## src/rtl/mvra_pkg.sv

```systemverilog
// ============================================================================
// MSI vector run allocator package
// Sizes, status codes and request/response types shared by the block.
// ============================================================================
package mvra_pkg;

    localparam int MAX_VECTORS       = 64;
    localparam int MAX_DEVICES       = 16;
    localparam int EVENTS_PER_DEVICE = 32;

    localparam int VEC_W  = (MAX_VECTORS > 1) ? $clog2(MAX_VECTORS) : 1;
    localparam int END_W  = $clog2(MAX_VECTORS + 1);
    localparam int SLOT_W = (MAX_DEVICES > 1) ? $clog2(MAX_DEVICES) : 1;

    localparam int ID_W   = 16;
    localparam int CNT_W  = 7;
    localparam int VNUM_W = 16;
    localparam int EV_W   = 5;
    localparam int VRAM_W = ID_W + EV_W;

    localparam logic [1:0] ST_OK      = 2'd0;
    localparam logic [1:0] ST_BAD_CNT = 2'd1;
    localparam logic [1:0] ST_NO_SLOT = 2'd2;
    localparam logic [1:0] ST_NO_RUN  = 2'd3;

    localparam logic REQ_ALLOC = 1'b0;
    localparam logic REQ_FREE  = 1'b1;

    typedef struct packed {
        logic              req_type;
        logic [ID_W-1:0]   source_id;
        logic [CNT_W-1:0]  count;
        logic [VNUM_W-1:0] start_vector;
    } t_req;

    typedef struct packed {
        logic [1:0]        status;
        logic [VNUM_W-1:0] first_vector;
        logic              released;
        logic [ID_W-1:0]   released_requester;
        logic [EV_W-1:0]   released_event;
        logic              last;
    } t_rsp;

endpackage

```

## src/rtl/mvra_ifs.sv

```systemverilog
// ============================================================================
// MSI vector run allocator channels
// Valid/ready channels carrying requests into and responses out of the block.
// ============================================================================
interface mvra_req_if;
    import mvra_pkg::*;
    logic valid;
    logic ready;
    t_req payload;
    modport source (output valid, output payload, input ready);
    modport sink   (input valid, input payload, output ready);
endinterface

interface mvra_rsp_if;
    import mvra_pkg::*;
    logic valid;
    logic ready;
    t_rsp payload;
    modport source (output valid, output payload, input ready);
    modport sink   (input valid, input payload, output ready);
endinterface

```

## src/rtl/mvra_ram.sv

```systemverilog
// ============================================================================
// Generic RAM
// One write port and one read port with a registered, enabled read.
// ============================================================================
module mvra_ram #(
    parameter int WIDTH = 8,
    parameter int DEPTH = 16
) (
    input  logic                                       i_clk,
    input  logic                                       i_we,
    input  logic [((DEPTH > 1) ? $clog2(DEPTH) : 1)-1:0] i_waddr,
    input  logic [WIDTH-1:0]                           i_wdata,
    input  logic                                       i_re,
    input  logic [((DEPTH > 1) ? $clog2(DEPTH) : 1)-1:0] i_raddr,
    output logic [WIDTH-1:0]                           o_rdata
);

    logic [WIDTH-1:0] r_mem [DEPTH];
    logic [WIDTH-1:0] r_rdata;

    always_ff @(posedge i_clk) begin
        if (i_we) begin
            r_mem[i_waddr] <= i_wdata;
        end
        if (i_re) begin
            r_rdata <= r_mem[i_raddr];
        end
    end

    assign o_rdata = r_rdata;

endmodule

```

## src/rtl/msi_vector_run_allocator_top.sv

```systemverilog
// ============================================================================
// MSI vector run allocator
// First-fit allocator for contiguous runs of interrupt vectors per device.
// ============================================================================
// Usage:
// Requests arrive on i_req (valid/ready). An allocate request asks for a run
// of count vectors for source_id; a free request releases up to count
// vectors starting at start_vector. Responses leave on o_rsp (valid/ready).
// An allocate request always yields exactly one response. A free request
// yields one response per released vector, the final one marked last, or a
// single empty response marked last when nothing was in use.
// The block handles one request at a time; i_req.ready is high only while it
// is idle. An allocate checks the count, reads the device slots in turn until
// it finds the requester (up to MAX_DEVICES), scans vector positions for a
// free run (up to MAX_VECTORS), records the run one vector at a time, then
// loads the response register. The slot table and the owner/event table sit in
// single-read-port RAMs, so slots and vectors are read one at a time. A free
// walks the vectors of its window one by one and reads the owner of each
// released vector; when nothing is released, it loads the empty response.
// A response waits in an output register; the block returns to idle and takes
// the next request while it waits, but a free walk holds until the receiver
// takes each response. Reset clears the in-use and slot-valid bits and the
// vector_base register; no clearing pass is needed afterwards.
// ============================================================================
module msi_vector_run_allocator_top
    import mvra_pkg::*;
(
    input  logic              i_clk,
    input  logic              i_rst_n,
    mvra_req_if.sink          i_req,
    mvra_rsp_if.source        o_rsp,
    input  logic              i_cfg_we,
    input  logic [VNUM_W-1:0] i_cfg_wdata
);

    localparam logic [3:0] S_IDLE     = 4'd0;
    localparam logic [3:0] S_START    = 4'd1;
    localparam logic [3:0] S_SLOT     = 4'd2;
    localparam logic [3:0] S_SLOT_CHK = 4'd3;
    localparam logic [3:0] S_SCAN     = 4'd4;
    localparam logic [3:0] S_MARK     = 4'd5;
    localparam logic [3:0] S_WALK     = 4'd6;
    localparam logic [3:0] S_FREE_RD  = 4'd7;
    localparam logic [3:0] S_EMIT     = 4'd8;

    // Control state.
    logic [3:0]             r_state, n_state;
    logic [MAX_VECTORS-1:0] r_in_use, n_in_use;
    logic [MAX_DEVICES-1:0] r_slot_valid, n_slot_valid;
    logic                   r_out_valid, n_out_valid;
    logic [VNUM_W-1:0]      r_vector_base;

    // Working registers of the current request.
    t_req              r_req, n_req;
    logic [SLOT_W-1:0] r_sidx, n_sidx;
    logic              r_free_found, n_free_found;
    logic [SLOT_W-1:0] r_free_slot, n_free_slot;
    logic [VEC_W-1:0]  r_vidx, n_vidx;
    logic [CNT_W-1:0]  r_run, n_run;
    logic [CNT_W-1:0]  r_ev, n_ev;
    logic [VEC_W-1:0]  r_base, n_base;
    logic [END_W-1:0]  r_end, n_end;
    logic              r_last, n_last;
    t_rsp              r_pend, n_pend;
    t_rsp              r_out, n_out;

    // RAM ports.
    logic              slot_we;
    logic [SLOT_W-1:0] slot_waddr;
    logic [ID_W-1:0]   slot_rdata;
    logic              vec_we;
    logic              vec_re;
    logic [VRAM_W-1:0] vec_rdata;

    logic                   out_free;
    logic                   slot_hit;
    logic                   nf_found;
    logic [SLOT_W-1:0]      nf_slot;
    logic [CNT_W:0]         base_calc;
    logic [VNUM_W:0]        free_diff;
    logic [VNUM_W:0]        free_end;
    logic                   walk_at_end;
    logic [MAX_VECTORS-1:0] later_mask;

    assign out_free = !r_out_valid || o_rsp.ready;

    // Slot table: requester of each claimed device slot.
    mvra_ram #(
        .WIDTH (ID_W),
        .DEPTH (MAX_DEVICES)
    ) u_slot_ram (
        .i_clk   (i_clk),
        .i_we    (slot_we),
        .i_waddr (slot_waddr),
        .i_wdata (r_req.source_id),
        .i_re    (r_state == S_SLOT),
        .i_raddr (r_sidx),
        .o_rdata (slot_rdata)
    );

    // Vector table: owner requester and event number of each vector.
    mvra_ram #(
        .WIDTH (VRAM_W),
        .DEPTH (MAX_VECTORS)
    ) u_vec_ram (
        .i_clk   (i_clk),
        .i_we    (vec_we),
        .i_waddr (r_vidx),
        .i_wdata ({r_req.source_id, r_ev[EV_W-1:0]}),
        .i_re    (vec_re),
        .i_raddr (r_vidx),
        .o_rdata (vec_rdata)
    );

    // Slot search helpers: a hit on a valid slot wins over the lowest free one.
    assign slot_hit = r_slot_valid[r_sidx] && (slot_rdata == r_req.source_id);
    assign nf_found = r_free_found || !r_slot_valid[r_sidx];
    assign nf_slot  = r_free_found ? r_free_slot : r_sidx;

    // Lowest index of a run that ends at the current scan position.
    assign base_calc = (CNT_W+1)'(r_vidx) + (CNT_W+1)'(1) - (CNT_W+1)'(r_req.count);

    // Free window: offset of start_vector and its end, before clipping.
    assign free_diff = {1'b0, r_req.start_vector} - {1'b0, r_vector_base};
    assign free_end  = {1'b0, free_diff[VNUM_W-1:0]} + (VNUM_W+1)'(r_req.count);

    assign walk_at_end = ((END_W'(r_vidx) + END_W'(1)) == r_end);

    // Vectors still ahead in the free window; none in use means this is last.
    always_comb begin
        for (int i = 0; i < MAX_VECTORS; i++) begin
            later_mask[i] = (VEC_W'(i) > r_vidx) && (END_W'(i) < r_end);
        end
    end

    always_comb begin
        n_state      = r_state;
        n_in_use     = r_in_use;
        n_slot_valid = r_slot_valid;
        n_out_valid  = r_out_valid;
        n_req        = r_req;
        n_sidx       = r_sidx;
        n_free_found = r_free_found;
        n_free_slot  = r_free_slot;
        n_vidx       = r_vidx;
        n_run        = r_run;
        n_ev         = r_ev;
        n_base       = r_base;
        n_end        = r_end;
        n_last       = r_last;
        n_pend       = r_pend;
        n_out        = r_out;
        slot_we      = 1'b0;
        slot_waddr   = r_free_slot;
        vec_we       = 1'b0;
        vec_re       = 1'b0;

        if (r_out_valid && o_rsp.ready) begin
            n_out_valid = 1'b0;
        end

        unique case (r_state)
            S_IDLE: begin
                if (i_req.valid) begin
                    n_req   = i_req.payload;
                    n_state = S_START;
                end
            end
            S_START: begin
                n_pend = '{status: ST_OK, first_vector: '0, released: 1'b0,
                           released_requester: '0, released_event: '0, last: 1'b1};
                n_vidx = '0;
                n_run  = '0;
                if (r_req.req_type == REQ_ALLOC) begin
                    if (r_req.count == '0 || r_req.count > CNT_W'(EVENTS_PER_DEVICE)) begin
                        n_pend.status = ST_BAD_CNT;
                        n_state       = S_EMIT;
                    end else begin
                        n_sidx       = '0;
                        n_free_found = 1'b0;
                        n_free_slot  = '0;
                        n_state      = S_SLOT;
                    end
                end else begin
                    // Below the base, beyond the range or an empty count: nothing to free.
                    if (free_diff[VNUM_W] || r_req.count == '0 ||
                        free_diff[VNUM_W-1:0] >= VNUM_W'(MAX_VECTORS)) begin
                        n_state = S_EMIT;
                    end else begin
                        n_vidx  = free_diff[VEC_W-1:0];
                        n_end   = (free_end > (VNUM_W+1)'(MAX_VECTORS)) ?
                                  END_W'(MAX_VECTORS) : free_end[END_W-1:0];
                        n_state = S_WALK;
                    end
                end
            end
            S_SLOT: begin
                n_state = S_SLOT_CHK;
            end
            S_SLOT_CHK: begin
                if (slot_hit) begin
                    n_state = S_SCAN;
                end else if (r_sidx == SLOT_W'(MAX_DEVICES - 1)) begin
                    if (nf_found) begin
                        slot_we               = 1'b1;
                        slot_waddr            = nf_slot;
                        n_slot_valid[nf_slot] = 1'b1;
                        n_state               = S_SCAN;
                    end else begin
                        n_pend.status = ST_NO_SLOT;
                        n_state       = S_EMIT;
                    end
                end else begin
                    n_sidx       = r_sidx + SLOT_W'(1);
                    n_free_found = nf_found;
                    n_free_slot  = nf_slot;
                    n_state      = S_SLOT;
                end
            end
            S_SCAN: begin
                if (r_in_use[r_vidx]) begin
                    n_run = '0;
                end else begin
                    n_run = r_run + CNT_W'(1);
                end
                if (!r_in_use[r_vidx] && (r_run + CNT_W'(1) == r_req.count)) begin
                    n_base  = base_calc[VEC_W-1:0];
                    n_vidx  = base_calc[VEC_W-1:0];
                    n_ev    = '0;
                    n_state = S_MARK;
                end else if (r_vidx == VEC_W'(MAX_VECTORS - 1)) begin
                    n_pend.status = ST_NO_RUN;
                    n_state       = S_EMIT;
                end else begin
                    n_vidx = r_vidx + VEC_W'(1);
                end
            end
            S_MARK: begin
                vec_we           = 1'b1;
                n_in_use[r_vidx] = 1'b1;
                n_ev             = r_ev + CNT_W'(1);
                if (r_ev + CNT_W'(1) == r_req.count) begin
                    n_pend.first_vector = r_vector_base + VNUM_W'(r_base);
                    n_state             = S_EMIT;
                end else begin
                    n_vidx = r_vidx + VEC_W'(1);
                end
            end
            S_WALK: begin
                if (r_in_use[r_vidx]) begin
                    vec_re           = 1'b1;
                    n_in_use[r_vidx] = 1'b0;
                    n_last           = ~|(r_in_use & later_mask);
                    n_state          = S_FREE_RD;
                end else if (walk_at_end) begin
                    n_state = S_EMIT;
                end else begin
                    n_vidx = r_vidx + VEC_W'(1);
                end
            end
            S_FREE_RD: begin
                // The owner read stays in the RAM output register until sent.
                if (out_free) begin
                    n_out_valid = 1'b1;
                    n_out = '{status: ST_OK, first_vector: '0, released: 1'b1,
                              released_requester: vec_rdata[VRAM_W-1:EV_W],
                              released_event: vec_rdata[EV_W-1:0], last: r_last};
                    if (r_last) begin
                        n_state = S_IDLE;
                    end else begin
                        n_vidx  = r_vidx + VEC_W'(1);
                        n_state = S_WALK;
                    end
                end
            end
            S_EMIT: begin
                if (out_free) begin
                    n_out_valid = 1'b1;
                    n_out       = r_pend;
                    n_state     = S_IDLE;
                end
            end
            default: begin
                n_state = S_IDLE;
            end
        endcase
    end

    always_ff @(posedge i_clk) begin
        if (!i_rst_n) begin
            r_state       <= S_IDLE;
            r_in_use      <= '0;
            r_slot_valid  <= '0;
            r_out_valid   <= 1'b0;
            r_vector_base <= '0;
        end else begin
            r_state      <= n_state;
            r_in_use     <= n_in_use;
            r_slot_valid <= n_slot_valid;
            r_out_valid  <= n_out_valid;
            if (i_cfg_we) begin
                r_vector_base <= i_cfg_wdata;
            end
        end
    end

    always_ff @(posedge i_clk) begin
        r_req        <= n_req;
        r_sidx       <= n_sidx;
        r_free_found <= n_free_found;
        r_free_slot  <= n_free_slot;
        r_vidx       <= n_vidx;
        r_run        <= n_run;
        r_ev         <= n_ev;
        r_base       <= n_base;
        r_end        <= n_end;
        r_last       <= n_last;
        r_pend       <= n_pend;
        r_out        <= n_out;
    end

    assign i_req.ready   = (r_state == S_IDLE);
    assign o_rsp.valid   = r_out_valid;
    assign o_rsp.payload = r_out;

endmodule

```

## src/flat_wrapper.sv

```systemverilog
// flat-port wrapper written by rule: the top's interface ports become plain ports
module msi_vector_run_allocator_top_flat import mvra_pkg::*;
  (i_clk, i_rst_n, i_cfg_we, i_cfg_wdata, i_req_valid, i_req_payload, i_req_ready, o_rsp_valid, o_rsp_payload, o_rsp_ready);
  mvra_req_if i_req_i ();
  mvra_rsp_if o_rsp_i ();
  input  logic i_clk;
  input  logic i_rst_n;
  input  logic i_cfg_we;
  input  logic [VNUM_W-1:0] i_cfg_wdata;
  input wire logic [$bits(i_req_i.valid)-1:0] i_req_valid;
  input wire logic [$bits(i_req_i.payload)-1:0] i_req_payload;
  output wire logic [$bits(i_req_i.ready)-1:0] i_req_ready;
  output wire logic [$bits(o_rsp_i.valid)-1:0] o_rsp_valid;
  output wire logic [$bits(o_rsp_i.payload)-1:0] o_rsp_payload;
  input wire logic [$bits(o_rsp_i.ready)-1:0] o_rsp_ready;
  assign i_req_i.valid = i_req_valid;
  assign i_req_i.payload = i_req_payload;
  assign i_req_ready = i_req_i.ready;
  assign o_rsp_valid = o_rsp_i.valid;
  assign o_rsp_payload = o_rsp_i.payload;
  assign o_rsp_i.ready = o_rsp_ready;
  msi_vector_run_allocator_top u_core (.i_clk(i_clk), .i_rst_n(i_rst_n), .i_req(i_req_i), .o_rsp(o_rsp_i), .i_cfg_we(i_cfg_we), .i_cfg_wdata(i_cfg_wdata));
endmodule
```

## config.mk

```make
export PLATFORM = sky130hd
export DESIGN_NAME = msi_vector_run_allocator_top_flat
export DESIGN_NICKNAME = d
export VERILOG_FILES = /design/src/rtl/mvra_pkg.sv /design/src/rtl/mvra_ifs.sv /design/src/rtl/mvra_ram.sv /design/src/rtl/msi_vector_run_allocator_top.sv /design/src/flat_wrapper.sv
export SDC_FILE = /design/constraint.sdc
export NUM_CORES = 2
export LEC_CHECK = 0
export ABC_AREA = 1
export BUFFER_PORTS_ARGS = -buffer_cell sky130_fd_sc_hd__buf_4
export CELL_PAD_IN_SITES_DETAIL_PLACEMENT = 2
export CELL_PAD_IN_SITES_GLOBAL_PLACEMENT = 2
export CORE_AREA = 8 8 462 374
export CTS_BUF_LIST = sky130_fd_sc_hd__clkbuf_8
export DETAILED_ROUTE_END_ITERATION = 10
export DIE_AREA = 0 0 470 382
export GPL_TIMING_DRIVEN = 1
export PLACE_DENSITY_LB_ADDON = 0.1
export SYNTH_ARGS = -nofsm -noshare
export SYNTH_HDL_FRONTEND = slang
export SYNTH_SLANG_ARGS = --single-unit
```

## constraint.sdc

```tcl
create_clock -name i_clk -period 5.4 [get_ports i_clk]
set_clock_uncertainty 0.1 [all_clocks]
set_input_delay 0.81 -clock i_clk [delete_from_list [all_inputs] [get_ports i_clk]]
set_output_delay 0.81 -clock i_clk [all_outputs]
set_load 0.02 [all_outputs]
```

==> results of run 1 <==
cell families after synthesis:
family | after synthesis | share of synthesized area, %
adder cells (fa/ha/maj) | 49 | 0.8530
buffers and inverters | 708 | 3.731
AND/OR/NAND/NOR | 2202 | 12.06
XOR/XNOR | 52 | 0.6223
AO/OA/AOI/OAI | 1053 | 9.199
flip-flops | 1880 | 73.54
Yosys cell counts (all sizes together) (3+ instances only):
cell / number / area share, %
o221ai: 26 / 0.30
buf: 140 / 0.90
nor2: 518 / 2.6
a41oi: 10 / 0.12
a21oi: 192 / 1.3
or2: 9 / 0.075
a22oi: 202 / 2.0
nand3b: 4 / 0.040
fa: 4 / 0.11
xnor2: 21 / 0.24
nor3: 40 / 0.29
o21a: 3 / 0.030
a22o: 42 / 0.49
edfxtp: 1779 / 71
dfxtp: 101 / 2.7
nand2: 1296 / 6.5
a31oi: 15 / 0.12
o211ai: 22 / 0.22
a211oi: 18 / 0.18
ha: 45 / 0.75
o21ai: 293 / 1.9
o31ai: 8 / 0.080
clkbuf: 136 / 0.68
o2111ai: 15 / 0.17
nand4: 179 / 1.5
inv: 429 / 2.1
xor2: 30 / 0.35
o2bb2ai: 16 / 0.19
clkinv: 3 / 0.015
and3: 8 / 0.066
o22ai: 49 / 0.41
nand3: 145 / 0.98
a221oi: 132 / 1.5
metrics by stage:
step | setup WS [ns] | instances | hold slack, ns | area, µm²
2_1_floorplan | 1.195 | 5944 | 0.3316 | 75390
3_3_place_gp | 1.582 | 8140 | 0.3434 | 79540
==> results.md, run 1 <==
- Synthesized Nets: 6054
- Starting density of the core: 45.61%
- Synth cell types: 55
- Row count: 134
- Failing step: 3_5_place_dp
- #FFs+latches synth: 1880
- Mapped Area: 75390 µm²
- Synth warn: 0
- Die X: 470 µm
- First Err: [ERROR DPL-0033] detailed placement checks failed during check placement.
- EDFF count, synth: 1779
- Detailed Place HPWL: 200100 µm
- GPL Wtd Cong: 0.8869
- Post-Syn Instances: 5944
- Ys async rst share: 0%
- Mean Syn Cell Area: 12.68 µm²
- Sequential-to-total area share from yosys stat: 73.54%
- Port bufs: 103
- Die height: 382 µm
- Status: stopped before the end
- Top_reg_cell synth: edfxtp_1
- # IOs: 104
==> run 2: changes to the inputs <==
--- a/config.mk
+++ b/config.mk
@@ -7,14 +7,11 @@
 export LEC_CHECK = 0
 export ABC_AREA = 1
 export BUFFER_PORTS_ARGS = -buffer_cell sky130_fd_sc_hd__buf_4
-export CELL_PAD_IN_SITES_DETAIL_PLACEMENT = 2
-export CELL_PAD_IN_SITES_GLOBAL_PLACEMENT = 2
-export CORE_AREA = 8 8 462 374
-export CTS_BUF_LIST = sky130_fd_sc_hd__clkbuf_8
+export CORE_AREA = 8 8 444 446
 export DETAILED_ROUTE_END_ITERATION = 10
-export DIE_AREA = 0 0 470 382
+export DIE_AREA = 0 0 452 454
 export GPL_TIMING_DRIVEN = 1
-export PLACE_DENSITY_LB_ADDON = 0.1
+export PLACE_DENSITY_LB_ADDON = 0.15
 export SYNTH_ARGS = -nofsm -noshare
 export SYNTH_HDL_FRONTEND = slang
 export SYNTH_SLANG_ARGS = --single-unit
==> results.md, run 2 <==
- Status: finished clean (was stopped before the end)
- Synthesized Nets: 6054 (unchanged)
- Crit. End Element: flip-flop
- M1 GR Usage: 32.64%
- Worst-skew pair later-pin latency: 0.86 ns
- Initial antenna violation count: 7
- R2R depth: 12
- RSZ-0062 raised after global routing: no
- Synth top cells by count: 1779 x edfxtp_1, 1290 x nand2_1, 510 x nor2_1 (unchanged)
- Slowest CP cell: nor3_2
- Worst-path clk slew: 0.06 ns
- Worst Path Buf+Inv: 5
- Peak VDD IR: 316.1 µV
- Post-synth top area share: 70.86% (unchanged)
- TritonCTS Buffers: 196
- DRC Markers: 0
- GR Util met2: 38.43%
- Htree depth: 4
- Sink Count: 1880
- # Post-CTS Setup Buffers: 0
- CTS tree: done
- Setup TNS: 0 ns
- Hold Crit Depth: 1
- Critical path arrival: 4.59 ns
- Drt initial violations: 5695
- CTS-repair resized insts: 0
- Share of cells above drive strength 1: 10.61%
- Synth area leaders: edfxtp_1 71%, nand2_1 6.4%, dfxtp_1 2.7% (unchanged)
- Final ANT Viol Nets: 0
- Vias in the first global route: 48.60k
- Fill cells: 17.08k
- Hold path start: i_req_payload[21]
- EDFF count, synth: 1779 (unchanged)
- Die X: 452 µm (was 470 µm)
- Die height: 454 µm (was 382 µm)
- Commonest non-fill, non-tap cell in the layout: edfxtp_1
- RR Endpoint: u_core.u_vec_ram.o_rdata[11]
- Synth warn: 0 (unchanged)
- CP required: 5.83 ns
- Row count: 160 (was 134)
- Synth cell types: 55 (unchanged)
- Worst r2r src: u_core.r_vidx[0]
- #FFs+latches synth: 1880 (unchanged)
- GPL Wtd Cong: 0.9160 (was 0.8869)
- Clk buf depth: 3
- Starting density of the core: 39.77% (was 45.61%)
- Setup Viol. Count Final: 0
- Max_slew headroom: 8.191%
- Post-CTS Hold Fix Bufs: 3
- Mapped Area: 75390 µm² (unchanged)
- Mean Syn Cell Area: 12.68 µm² (unchanged)
- Crit Path Category: flip-flop to flip-flop
- Layout area overhead: 14.84%
- Nets: 6300
- Via count: 49.95k
- Detailed Place HPWL: 146400 µm (was 200100 µm)
- First-pass GRT wire length: 352300 µm
- Final Max Tran Viols: 0
- Largest register FFs: 1344
- Cell taking the most area after synthesis: edfxtp_1 (unchanged)
- Crit-path max cell delay: 0.75 ns
- Crit-path leading delay family: simple AND/OR/NAND/NOR gates
- Most common cell in the netlist: edfxtp_1 (unchanged)
- Worst slew pin tran: 1.377 ns
- Biggest register: u_core.u_vec_ram.r_mem
- CP max FO: 27
- Top_reg_cell synth: edfxtp_1 (unchanged)
- Port bufs: 103 (unchanged)
- TritonRoute pass-1 iters: 6
- Max-Cap Viols: 0
- Largest net degree at the start of global routing: 97
- GRT overflow: 0
- Most crowded layer after global routing: met2
- CTS root buffer: clkbuf_16
- Crit start category: flip-flop
- CP Cell Sequence: inv_2 -> buf_4 -> nor2_4 -> buf_12 -> buf_12 -> buf_4 -> a221oi_1 -> nand4_1 -> nand2_1 -> nand3_1 -> nor3_2 -> nor2_1
- Fmax: 240.5 MHz
- GRT Overall Usage: 23.49%
- Final hold vios: 0
- Reg-to-reg slack, setup: 1.24 ns
- Pleak: 0.03040 µW
- Pwr Density: 375.6 nW/µm²
- Hold Crit Endpoint: u_core.r_req[21]
- DR WL/cell: 27.86 µm
- Die Footprint: 205200 µm²
- Final wirelength: 247200 µm
- Core Util, Final: 45.67%
- Pwr Total: 32520 µW
- Commonest cells after routing, fill and taps aside: 1779 x edfxtp_1, 1288 x nand2_1, 475 x nor2_1
- Post-Syn Instances: 5944 (unchanged)
- Vias per cell: 5.629
- # IOs: 104 (unchanged)
- Final worst path period share: 77.01%
- Sequential-to-total area share from yosys stat: 73.54% (unchanged)
- Core area: 189600 µm²
- Post-layout min period: 4.158 ns
- Ys async rst share: 0% (unchanged)
- GR Util met3: 3.475%
- Hold WC Path Type: input port to flip-flop
## run 2: kinds of logic (layout without fill, tap and decap cells)
kind of cell / after synthesis / in the layout / synth area share (%)
AND/OR/NAND/NOR: 2202 / 2202 / 12.06
flip-flops: 1880 / 1880 / 73.54
AO/OA/AOI/OAI: 1053 / 1053 / 9.199
buffers and inverters: 708 / 1125 / 3.731
XOR/XNOR: 52 / 52 / 0.6223
adder cells (fa/ha/maj): 49 / 49 / 0.8530
other: 0 / 1 / 0
## run 2: cell type report
cell class                 count  area (µm²)  area share (%)
antenna                        1       2.502        0.002890
clock buffer                 263        5216           6.025
clock inverter               106        1067           1.233
inverter                     432        1633           1.886
multi-input combinational   3356       17300           19.98
sequential                  1880       55440           64.03
tap                         2511        3142           3.629
timing repair buffer         324        2778           3.208
## run 2: metal layers
layer / routed length, µm / vias to the layer above / part of all wire (%)
met5: 27 / - / 0.011
li1: - / 22150 / -
met2: 116500 / 2110 / 47
met3: 18180 / 377 / 7.4
met1: 105000 / 25310 / 42
met4: 7547 / 4 / 3.1
## run 2: power by group
part / switching (µW) / internal [µW] / total, µW
clock: 5840 / 7330 / 13200
sequential: 79.0 / 16200 / 16300
combinational: 2300 / 794 / 3100
total: 8230 / 24300 / 32500
## run 2: worst max path at each step
stage,startpoint,endpoint,slack (ns),cells past startpoint
2_1_floorplan,i_req_valid,u_core.r_req[0],1.20,2
3_3_place_gp,u_core.r_vidx[0],u_core.u_vec_ram.o_rdata[11],0.77,12
3_5_place_dp,u_core.r_vidx[0],u_core.u_vec_ram.o_rdata[11],1.22,12
4_1_cts,u_core.r_vidx[0],u_core.u_vec_ram.o_rdata[11],1.22,12
5_1_grt,u_core.r_vidx[0],u_core.u_vec_ram.o_rdata[11],1.10,12
6_report,u_core.r_vidx[0],u_core.u_vec_ram.o_rdata[11],1.24,12
## run 2: per-stage QoR
stage | setup slack [ns] | hold WS [ns] | cell area (µm²) | std cells
after floorplan | 1.195 | 0.3316 | 75390 | 5944
after global placement | 0.7668 | 0.3443 | 80260 | 8500
after detailed placement | 1.224 | 0.3567 | 80270 | 8500
after CTS | 1.220 | 0.002029 | 86580 | 8872
after global routing | 1.097 | 0.02284 | 86580 | 8872
final | 1.242 | 0.07455 | 86580 | 8873
Note: power is estimated with default switching activity, not from simulation.
